<file path="config.mk">
export PLATFORM = sky130hd
export DESIGN_NAME = cdn_queue
export DESIGN_NICKNAME = d
export VERILOG_FILES = /design/src/cdn_pkg.sv /design/src/cdn_queue.sv
export SDC_FILE = /design/constraint.sdc
export NUM_CORES = 1
export LEC_CHECK = 0
export ABC_AREA = 1
export BUFFER_PORTS_ARGS = -buffer_cell sky130_fd_sc_hd__buf_2
export CAP_MARGIN = 0
export CELL_PAD_IN_SITES_DETAIL_PLACEMENT = 0
export CELL_PAD_IN_SITES_GLOBAL_PLACEMENT = 1
export CORE_MARGIN = 5
export CORE_UTILIZATION = 47
export DETAILED_ROUTE_END_ITERATION = 7
export MAX_ROUTING_LAYER = met4
export PLACE_DENSITY_LB_ADDON = 0.12
export SYNTH_ARGS = -nofsm -noshare
export SYNTH_HDL_FRONTEND = slang
export SYNTH_SLANG_ARGS = --single-unit
</file>
<file path="constraint.sdc">
create_clock -name i_clk -period 8.3 [get_ports i_clk]
set_input_delay 0.83 -clock i_clk [delete_from_list [all_inputs] [get_ports i_clk]]
set_output_delay 0.83 -clock i_clk [all_outputs]
set_load 0.01 [all_outputs]
</file>
<file path="src/cdn_pkg.sv">
// Shared types, constants and helper functions for the complex dual-number ALU.
// Used by the front end, the queue, the divider and the back end.
`timescale 1ns / 1ps
package cdn_pkg;

    localparam logic [1:0] ACT_ADD = 2'd0;
    localparam logic [1:0] ACT_SUB = 2'd1;
    localparam logic [1:0] ACT_MUL = 2'd2;
    localparam logic [1:0] ACT_DIV = 2'd3;

    localparam logic [1:0] ST_OK  = 2'd0;
    localparam logic [1:0] ST_SAT = 2'd1;
    localparam logic [1:0] ST_DZ  = 2'd2;

    localparam int QDEPTH = 4;
    localparam int QAW    = 2;
    localparam int DQ     = 32;
    localparam int MW     = 97;

    localparam logic [31:0] MAX32 = 32'h7fff_ffff;
    localparam logic [31:0] MIN32 = 32'h8000_0000;

    typedef enum logic [1:0] {
        OP_ADD = 2'd0,
        OP_SUB = 2'd1,
        OP_MUL = 2'd2,
        OP_DIV = 2'd3
    } t_op;

    typedef struct packed {
        t_op                op;
        logic               dz;
        logic signed [31:0] ar;
        logic signed [31:0] ai;
        logic signed [31:0] sr;
        logic signed [31:0] si;
        logic signed [31:0] br;
        logic signed [31:0] bi;
        logic signed [31:0] tr;
        logic signed [31:0] ti;
    } t_item;

    typedef struct packed {
        logic [31:0] vr;
        logic [31:0] vi;
        logic [31:0] dr;
        logic [31:0] di;
        logic        sat;
    } t_res;

    typedef struct packed {
        logic [31:0] v;
        logic        sat;
    } t_sat;

    typedef struct packed {
        logic        neg;
        logic        ovf;
        logic [31:0] q;
        logic [63:0] rem;
    } t_quo;

    typedef struct packed {
        t_op                op;
        logic               dz;
        t_res               res;
        logic signed [31:0] sr;
        logic signed [31:0] si;
        logic signed [31:0] br;
        logic signed [31:0] bi;
        logic signed [31:0] tr;
        logic signed [31:0] ti;
    } t_side1;

    typedef struct packed {
        t_op         op;
        logic        dz;
        t_res        res;
        logic        sat;
        logic [31:0] vr;
        logic [31:0] vi;
    } t_side2;

    function automatic t_sat f_sat(input logic signed [66:0] x);
        t_sat r;
        if (x > 67'sd2147483647) begin
            r = '{v: MAX32, sat: 1'b1};
        end else if (x < -67'sd2147483648) begin
            r = '{v: MIN32, sat: 1'b1};
        end else begin
            r = '{v: x[31:0], sat: 1'b0};
        end
        return r;
    endfunction

    // Rounds a quotient to nearest with ties upward, restores its sign and saturates.
    function automatic t_sat f_div_fin(input t_quo q, input logic [63:0] d);
        logic [64:0] rem2;
        logic [64:0] dd;
        logic        inc;
        logic [32:0] mag;
        t_sat        r;
        rem2 = {q.rem, 1'b0};
        dd   = {1'b0, d};
        inc  = q.neg ? (rem2 > dd) : (rem2 >= dd);
        mag  = {1'b0, q.q} + {32'd0, inc};
        if (q.ovf) begin
            r = q.neg ? '{v: MIN32, sat: 1'b1} : '{v: MAX32, sat: 1'b1};
        end else if (q.neg) begin
            if (mag > 33'h0_8000_0000) begin
                r = '{v: MIN32, sat: 1'b1};
            end else begin
                r = '{v: (~mag[31:0]) + 32'd1, sat: 1'b0};
            end
        end else if (mag > 33'h0_7fff_ffff) begin
            r = '{v: MAX32, sat: 1'b1};
        end else begin
            r = '{v: mag[31:0], sat: 1'b0};
        end
        return r;
    endfunction

endpackage

</file>
<file path="src/cdn_queue.sv">
// Short queue of decoded items between the front end and the back end.
// Depends on cdn_pkg.
`timescale 1ns / 1ps
module cdn_queue
    import cdn_pkg::*;
(
    input  logic  i_clk,
    input  logic  i_rst_n,
    input  logic  i_push,
    input  t_item i_item,
    output logic  o_full,
    input  logic  i_pop,
    output logic  o_valid,
    output t_item o_item
);

    t_item          r_mem [QDEPTH];
    logic [QAW-1:0] r_wr;
    logic [QAW-1:0] r_rd;
    logic [QAW:0]   r_cnt;

    assign o_full  = (r_cnt == (QAW+1)'(QDEPTH));
    assign o_valid = (r_cnt != '0);
    assign o_item  = r_mem[r_rd];

    always_ff @(posedge i_clk) begin
        if (!i_rst_n) begin
            r_wr  <= '0;
            r_rd  <= '0;
            r_cnt <= '0;
        end else begin
            if (i_push) begin
                r_wr <= r_wr + 1'b1;
            end
            if (i_pop) begin
                r_rd <= r_rd + 1'b1;
            end
            if (i_push && !i_pop) begin
                r_cnt <= r_cnt + 1'b1;
            end else if (i_pop && !i_push) begin
                r_cnt <= r_cnt - 1'b1;
            end
        end
    end

    always_ff @(posedge i_clk) begin
        if (i_push) begin
            r_mem[r_wr] <= i_item;
        end
    end

endmodule

</file>
==> impl_metrics.tcl <==
set metrics [dict create \
    min_path_type "input pin to flop" \
    critPathArrivalTime_ns 3.67 \
    max_freq_mhz 222 \
    cts_setup_buffers 0 \
    overflow 0 \
    synth_cells 2564 \
    worst_setup_sp_type "flop" \
    crit_path_frequent_cell "buf_4" \
    core_um2 81700 \
    rsz0062_at_grt "false" \
    whs_path_depth 1 \
    cts_num_sinks 1045 \
    synth.largest_area_cell "edfxtp_1" \
    reg2reg_to "r_mem[2][240]$_DFFE_PP_" \
    worst_clock_skew_ns 0.0122 \
    worstHoldStart "i_item[38]" \
    crit-reg2reg-launch "r_wr[0]$_SDFFE_PN0P_" \
    post_route_cells_drive_above_1_share_pct 22.1 \
    setup_viol_count_final 0 \
    hpwl_um 51300 \
    final.setup.tns_ns 0 \
    worst_skew_pair.late_latency_ns 0.64 \
    worst_pin_slew_ns 1.44 \
    largest_net_degree_at_the_start_of_global_routing 302 \
    cts.root.buffer_cell "clkbuf_16" \
    port_buffers 523 \
    grt_usage_pct 21.0 \
    total_cts_buffers 107 \
    critical_path.n_buffers_inverters 3 \
    slew_headroom_pct 4.00 \
    die_width_um 296 \
    cts_repair_resize_count 0 \
    nets_finish 3305 \
    cts_hold_buf 0 \
    p_leak_nw 15.7 \
    htree_levels 3 \
    yosysWarningCount 0 \
    start_util_pct 47.2 \
    areaGrowthSynthToFinish_pct 18.1 \
    synth_top_area_share_pct 80.7 \
    vias 23024 \
    final.hold.worst_slack_ns 0.391 \
    syn-num-nets 2833 \
    setup.worst_path.end_class "primary output" \
    cell_variety_after_synth 20 \
    min_delay_worst_endpoint "r_mem[3][38]$_DFFE_PP_" \
    netlist_area_um2 38500 \
    max_cap_viol_count 0 \
    critical_path.max_fanout 80 \
    synth_sequential_area_ratio_pct 81.2 \
    drt_pre_antenna_iters 7 \
    yosys-top-cells-area "edfxtp_1, o21ai_0, nor2_1, o22ai_1, clkbuf_1" \
    first_global_vias 22412 \
    die_height_um 296 \
    crit_type "flop to primary output" \
    finalHoldViolCount 0 \
    clock_path_buffers 3 \
    worst_path_max_delay_cell "buf_4" \
    floorplan.io_pins 524 \
    clk_pin_slew_ns 0.06 \
    avgSynthCellArea_um2 15.0 \
    setup.reg_to_reg.worst_slack_ns 5.45 \
    max_stage_delay_ns 0.80 \
    drt_iter0_markers 1422 \
    wl_per_cell_um 22.2 \
    outcome "complete, no violations" \
    detail_route.vias_per_cell 5.44 \
    power.ir.vdd_worst_v 0.000185 \
    ant_nets 0 \
    min_period_ns 4.50 \
    critical_path.top_delay_family "buffers and inverters" \
    drc 0 \
    ys_ff_latch 1045 \
    rows 105 \
    gpl.final_weighted_congestion 0.757 \
    finalWirelength_um 94100 \
    fp.dieArea_um2 87800 \
    initial_antenna_violation_count 42 \
    worstPathRequired_ns 7.47 \
    powerDensity_nw_per_um2 260 \
    period_share_pct 54.2 \
    timing_max_transition_violations_final 0 \
    r2r.worst_path.cells 5 \
    clock_tree_from_tritoncts "done" \
    wire_length_of_the_first_global_routing_pass_um 137000 \
    critical_path.cell_chain "buf_4, buf_4, o21ai_0, o22ai_1, buf_2" \
]
## metrics by stage
| stage | std cells | worst slack (ns) | total power, mW | cell area (µm²) | util, % |
|---|---|---|---|---|---|
| after global routing | 4228 | 3.50 | 12.3 | 45500 | 55.7 |
| final | 4233 | 3.80 | 11.8 | 45500 | 55.7 |
| after CTS | 4197 | 3.69 | 12.0 | 45400 | 55.6 |
| after global placement | 3997 | 4.42 | 7.23 | 41900 | 51.3 |
| after floorplan | 2564 | 1.86 | 6.79 | 38500 | - |
| after detailed placement | 3997 | 4.40 | 7.26 | 41900 | 51.3 |
## synthesized netlist by cell type
cell type and instances:
inv_1 15, nor3_1 1, buf_6 12, edfxtp_1 1036, dfxtp_1 9, nand3_1 1
nor2_1 524, fa_1 1, o21ai_0 524, o22ai_1 259, a21oi_1 4, buf_2 49
nand4_1 1, clkbuf_1 107, buf_4 3, inv_4 1, buf_8 1, nand2_1 10
inv_2 1, ha_1 5
## placed cells by master, fill, tap and decap left out, drive strengths merged
cell / instances
clkinv: 55
dfxtp: 9
nand3: 1
buf: 535
nand2: 10
fa: 1
clkbuf: 130
ha: 5
o22ai: 259
nand4: 1
a21oi: 4
bufinv: 13
diode: 36
nor2: 524
edfxtp: 1036
o21ai: 524
nor3: 1
inv: 19
## routing by layer
layer  vias up  GRT usage, %  wire [µm]
met5         -             -          0
met1     11484          26.1      37600
met3       165          5.48       6570
met4         0          7.36       3130
met2       640          33.9      46800
li1      10735             -          -
## power by group
group          internal (mW)  total, mW  leakage [nW]  switching (mW)
registers               6.04       6.10          9.59          0.0554
logic                  0.312       1.03          4.35           0.719
clock network           2.80       4.71          1.72            1.91
total                   9.16       11.8          15.7            2.68
## how the worst max path moves through the flow
stage	slack, ns	end	cells past startpoint
after floorplan	1.86	r_mem[2][0]$_DFFE_PP_	2
after global placement	4.42	o_item[149]	5
after detailed placement	4.40	o_item[149]	5
after CTS	3.69	o_item[166]	5
after global routing	3.50	o_item[149]	5
final	3.80	o_item[166]	5
## kinds of logic (layout without fill, tap and decap cells)
family | count (synthesis) | in the layout | share of synthesized area (%)
buffers and inverters | 189 | 752 | 2.30
AOI/OAI and AO/OA | 787 | 787 | 11.1
other | 0 | 36 | 0
adders and majority gates | 6 | 6 | 0.214
and+or+nand+nor | 537 | 537 | 5.24
DFF | 1045 | 1045 | 81.2
## final cells by class
cell class / instances / area [µm²]
well taps: 1070 / 1340
fillers: 6621 / 36200
inverters: 17 / 115
flip-flops and latches: 1045 / 31300
diodes: 36 / 90.1
clock inverters: 70 / 683
repair buffers: 535 / 2810
clock buffers: 130 / 2810
multi-input cells: 1330 / 6370
## state kept, by name, indices dropped and copies added (netlist names), named ones only
name	cells
r_cnt	3
r_rd	2
r_mem	1036
r_wr	2
(Power assumes the default switching activity.)
