File: config.mk
export PLATFORM = sky130hd
export DESIGN_NAME = cdn_front
export DESIGN_NICKNAME = d
export VERILOG_FILES = /design/src/cdn_pkg.sv /design/src/cdn_front.sv
export SDC_FILE = /design/constraint.sdc
export NUM_CORES = 1
export LEC_CHECK = 0
export BUFFER_PORTS_ARGS = -buffer_cell sky130_fd_sc_hd__buf_4
export CELL_PAD_IN_SITES_DETAIL_PLACEMENT = 1
export CELL_PAD_IN_SITES_GLOBAL_PLACEMENT = 1
export CORE_AREA = 5 5 201 203
export CTS_CLUSTER_SIZE = 28
export DETAILED_ROUTE_END_ITERATION = 8
export DIE_AREA = 0 0 206 208
export GPL_TIMING_DRIVEN = 0
export PLACE_DENSITY = 0.59
export SLEW_MARGIN = 20
export SYNTH_ARGS = -nofsm -noshare
export SYNTH_HDL_FRONTEND = slang
export SYNTH_SLANG_ARGS = --single-unit
File: constraint.sdc
create_clock -name i_clk -period 13.5 [get_ports i_clk]
set_input_delay 1.35 -clock i_clk [delete_from_list [all_inputs] [get_ports i_clk]]
set_output_delay 1.35 -clock i_clk [all_outputs]
set_load 0.03 [all_outputs]
File: src/cdn_pkg.sv
// Shared types, constants and helper functions for the complex dual-number ALU.
// Used by the front end, the queue, the divider and the back end.
`timescale 1ns / 1ps
package cdn_pkg;

    localparam logic [1:0] ACT_ADD = 2'd0;
    localparam logic [1:0] ACT_SUB = 2'd1;
    localparam logic [1:0] ACT_MUL = 2'd2;
    localparam logic [1:0] ACT_DIV = 2'd3;

    localparam logic [1:0] ST_OK  = 2'd0;
    localparam logic [1:0] ST_SAT = 2'd1;
    localparam logic [1:0] ST_DZ  = 2'd2;

    localparam int QDEPTH = 4;
    localparam int QAW    = 2;
    localparam int DQ     = 32;
    localparam int MW     = 97;

    localparam logic [31:0] MAX32 = 32'h7fff_ffff;
    localparam logic [31:0] MIN32 = 32'h8000_0000;

    typedef enum logic [1:0] {
        OP_ADD = 2'd0,
        OP_SUB = 2'd1,
        OP_MUL = 2'd2,
        OP_DIV = 2'd3
    } t_op;

    typedef struct packed {
        t_op                op;
        logic               dz;
        logic signed [31:0] ar;
        logic signed [31:0] ai;
        logic signed [31:0] sr;
        logic signed [31:0] si;
        logic signed [31:0] br;
        logic signed [31:0] bi;
        logic signed [31:0] tr;
        logic signed [31:0] ti;
    } t_item;

    typedef struct packed {
        logic [31:0] vr;
        logic [31:0] vi;
        logic [31:0] dr;
        logic [31:0] di;
        logic        sat;
    } t_res;

    typedef struct packed {
        logic [31:0] v;
        logic        sat;
    } t_sat;

    typedef struct packed {
        logic        neg;
        logic        ovf;
        logic [31:0] q;
        logic [63:0] rem;
    } t_quo;

    typedef struct packed {
        t_op                op;
        logic               dz;
        t_res               res;
        logic signed [31:0] sr;
        logic signed [31:0] si;
        logic signed [31:0] br;
        logic signed [31:0] bi;
        logic signed [31:0] tr;
        logic signed [31:0] ti;
    } t_side1;

    typedef struct packed {
        t_op         op;
        logic        dz;
        t_res        res;
        logic        sat;
        logic [31:0] vr;
        logic [31:0] vi;
    } t_side2;

    function automatic t_sat f_sat(input logic signed [66:0] x);
        t_sat r;
        if (x > 67'sd2147483647) begin
            r = '{v: MAX32, sat: 1'b1};
        end else if (x < -67'sd2147483648) begin
            r = '{v: MIN32, sat: 1'b1};
        end else begin
            r = '{v: x[31:0], sat: 1'b0};
        end
        return r;
    endfunction

    // Rounds a quotient to nearest with ties upward, restores its sign and saturates.
    function automatic t_sat f_div_fin(input t_quo q, input logic [63:0] d);
        logic [64:0] rem2;
        logic [64:0] dd;
        logic        inc;
        logic [32:0] mag;
        t_sat        r;
        rem2 = {q.rem, 1'b0};
        dd   = {1'b0, d};
        inc  = q.neg ? (rem2 > dd) : (rem2 >= dd);
        mag  = {1'b0, q.q} + {32'd0, inc};
        if (q.ovf) begin
            r = q.neg ? '{v: MIN32, sat: 1'b1} : '{v: MAX32, sat: 1'b1};
        end else if (q.neg) begin
            if (mag > 33'h0_8000_0000) begin
                r = '{v: MIN32, sat: 1'b1};
            end else begin
                r = '{v: (~mag[31:0]) + 32'd1, sat: 1'b0};
            end
        end else if (mag > 33'h0_7fff_ffff) begin
            r = '{v: MAX32, sat: 1'b1};
        end else begin
            r = '{v: mag[31:0], sat: 1'b0};
        end
        return r;
    endfunction

endpackage

File: src/cdn_front.sv
// Front end: takes input transfers, decodes the action and flags a zero divisor.
// Depends on cdn_pkg.
`timescale 1ns / 1ps
module cdn_front
    import cdn_pkg::*;
(
    input  logic               i_clk,
    input  logic               i_rst_n,
    input  logic               i_valid,
    output logic               o_stall,
    input  logic [1:0]         i_action,
    input  logic signed [31:0] i_a_value_re,
    input  logic signed [31:0] i_a_value_im,
    input  logic signed [31:0] i_a_slope_re,
    input  logic signed [31:0] i_a_slope_im,
    input  logic signed [31:0] i_b_value_re,
    input  logic signed [31:0] i_b_value_im,
    input  logic signed [31:0] i_b_slope_re,
    input  logic signed [31:0] i_b_slope_im,
    input  logic               i_full,
    output logic               o_push,
    output t_item              o_item
);

    logic  r_vld;
    t_item r_item;
    t_item n_item;
    t_op   op;
    logic  accept;

    always_comb begin
        unique case (i_action)
            ACT_ADD: op = OP_ADD;
            ACT_SUB: op = OP_SUB;
            ACT_MUL: op = OP_MUL;
            ACT_DIV: op = OP_DIV;
            default: op = OP_ADD;
        endcase
    end

    always_comb begin
        n_item.op = op;
        n_item.dz = (op == OP_DIV) && (i_b_value_re == 32'sd0) && (i_b_value_im == 32'sd0);
        n_item.ar = i_a_value_re;
        n_item.ai = i_a_value_im;
        n_item.sr = i_a_slope_re;
        n_item.si = i_a_slope_im;
        n_item.br = i_b_value_re;
        n_item.bi = i_b_value_im;
        n_item.tr = i_b_slope_re;
        n_item.ti = i_b_slope_im;
    end

    assign o_push  = r_vld && !i_full;
    assign o_stall = r_vld && i_full;
    assign accept  = i_valid && !o_stall;
    assign o_item  = r_item;

    always_ff @(posedge i_clk) begin
        if (!i_rst_n) begin
            r_vld <= 1'b0;
        end else begin
            r_vld <= accept || (r_vld && !o_push);
        end
    end

    always_ff @(posedge i_clk) begin
        if (accept) begin
            r_item <= n_item;
        end
    end

endmodule

==> results by group <==
Worst setup path
  – Startpoint class of the critical path: input pin
  – CP Capture Type: output port
  – Reg-to-reg setup timing slack: 11.24 ns
  – Required time of the critical path: 12.15 ns
  – Crit path kind: input pin to output port
  – R2R Path Start: r_vld
  – Crit path max fanout: 3
  – Reg2reg path depth: 6
  – Crit path DAT: around 1.9 ns
  – FF-to-FF End: o_item[194]

Yosys
  – Yosys Warn Count: 0
  – Top post-synthesis cells by area: edfxtp_1, nor4_1, dfxtp_1
  – Commonest cells post-synth: edfxtp_1, nor4_1
  – #FFs+latches synth: 260
  – Post-synth ARST share: 0%
  – Gate count of the mapped netlist: 289
  – Most common cell in the netlist: edfxtp_1
  – Mapped Area: ~8000 µm²
  – Synthesized net count: about 550
  – Post-synth EDFFs: 259
  – Leading area contributor after synthesis: edfxtp_1
  – Sequential fraction of the synthesis area: 97.7%
  – Post-synth cell types: 13
  – Share of the synthesized area in the top cell type: 97.4%
  – Ys flop type: edfxtp_1
  – Synthesized area per cell: 27.6 µm²

STA
  – Max-slew headroom: 56.3%
  – Final setup TNS: 0 ns
  – Final setup violation count: 0
  – Tightest Pin Transition: around 0.65 ns
  – Hold Vio Cnt, Final: 0
  – Minimum clock period: roughly 3.2 ns
  – Max Freq: 311 MHz
  – Setup Skew: 0.0118 ns
  – Max-slew violations: 0
  – RSZ-0062 raised after global routing: false
  – Tcrit/Tclk final: 23.8%

CTS
  – CTS Buf Count: 29
  – Clock Latency Late Sink: 0.55 ns
  – Clock-pin slew on the worst setup and hold paths: 0.06 ns
  – Setup Buffers After CTS: 0
  – # clock sinks: 260
  – CTS root buffer: clkbuf_16
  – CTS H-tree lvls: 1
  – Hold buffer count at cts: 0
  – CTS tree: done
  – Post-CTS Resized: 0
  – Clock buffer depth: 3

Status
  – Outcome: complete, no violations

Routing
  – Via count: 5,247
  – Via/cell ratio: 3.77
  – Drt wl/cell: 20.7 µm
  – Antenna viol nets, final: 0
  – Drt drc: 0
  – DRT iter0 DRCs: 121
  – WL final: 28.8 mm
  – First-pass detailed-route iteration total: 4

Power and ir drop
  – Sw Ratio: 24.8%
  – Logic pwr share: 13.6%
  – Worst IR Drop VDD: 0.0902 mV
  – Clock power frac: 37.3%
  – Switching pwr: 484 µW
  – P_int: 1470 µW
  – PwrDens: 143 nW/µm²
  – Lkg Pwr: between 0.005 and 0.006 µW
  – Seq pwr share: 49.1%
  – Power, Total: ~2000 µW

Cells and area
  – Share of cells above drive strength 1: 65.8%
  – Diodes inserted: 0
  – Syn-to-layout area delta: 71.4%
  – Final net count: about 1,100

Placed design
  – Routability cong.: 0.739
  – Dpl hpwl: approximately 24 mm
  – PortBufs: approximately 520

GRT
  – Initial antenna violation count: 3
  – Global route total overflow: 0
  – Largest net degree at the start of global routing: 30
  – First-pass GRT wire length: 39.8 mm
  – Vias in the first global route: 5,868
  – GRT Resource Usage Total: between 10% and 20%

Floorplan
  – Rows: 72
  – Die width: 206 µm
  – IO Pins: approximately 520
  – Total core area: 38,300 µm²
  – Initial Util: a little over a fifth
  – Full die area: 42,800 µm²
  – Die H: 208 µm

Worst hold path
  – Hold depth: 2
  – HP Start: r_vld
  – Min-Delay Path Class: register to register
  – Hold Path End: r_vld

Job
  – MaxCap Viol Count: 0
[flip-flops by register name, indices dropped and copies added (netlist names)]
register,flops
o_item,259
r_vld,1
[cells by family (layout without fill, tap and decap cells)]
group | count (synthesis) | count (layout) | share of synthesized area [%]
simple gates | 26 | 26 | 2.15
flops | 260 | 260 | 97.7
buf+inv | 2 | 588 | 0.0941
compound gates | 1 | 1 | 0.0941
[critical path, stage by stage]
cell and delay, ns:
buf_4 0.08, and2_1 0.21, buf_4 0.22
[power groups by stage]
stage | clock, µW | sequential (µW) | combinational [µW]
2_1_floorplan | 0 | 1080 | 16.0
3_3_place_gp | 0 | 990 | 255
3_5_place_dp | 0 | 976 | 270
4_1_cts | 757 | 960 | 270
5_1_grt | 797 | 963 | 278
6_report | 727 | 959 | 265
[how the worst max path moves through the flow]
stage	from	endpoint	slack, ns
6_report	i_full	o_stall	10.28
5_1_grt	i_full	o_stall	10.25
4_1_cts	i_full	o_stall	10.27
2_1_floorplan	i_full	o_item[0]	4.64
3_3_place_gp	i_full	o_item[167]	1.64
3_5_place_dp	i_full	o_item[6]	10.03
[per-layer routing]
layer,vias to the layer above,share of wire (%),track usage [%]
met3,48,15,7.51
met5,-,0.097,0
met4,6,2.2,3.51
met2,352,50,22.0
met1,2507,32,12.5
li1,2334,-,-
[final cells by class]
type	count	area [µm²]
Multi-Input combinational cell	27	186
Buffer	2	7.51
Fill cell	3987	24600
Sequential cell	260	7800
Clock buffer	31	733
Timing Repair Buffer	533	4180
Clock inverter	22	136
Tap cell	518	648
[metrics by stage]
step / setup WS (ns) / utilization (%) / std cells / instance area, µm² / hold WS [ns]
6_report: 10.28 / 35.7 / 1393 / 13700 / 0.714
3_3_place_gp: 1.64 / 32.8 / 1329 / 12600 / 0.632
5_1_grt: 10.25 / 35.7 / 1393 / 13700 / 0.750
3_5_place_dp: 10.03 / 33.5 / 1340 / 12800 / 0.699
2_1_floorplan: 4.64 / - / 289 / 7990 / 0.807
4_1_cts: 10.27 / 35.7 / 1393 / 13700 / 0.722
[cells in the final DEF, fill, tap and decap left out, types with 2 or more instances in the layout]
master       n
buf_4      522
edfxtp_1   259
clkbuf_16   29
nor4_1      14
clkinv_1    10
clkinv_2     7
buf_12       6
buf_16       5
clkbuf_1     4
nand3_1      2
nor4b_1      2
nand4_1      2
inv_6        2
Note: power is estimated with default switching activity, not from simulation.
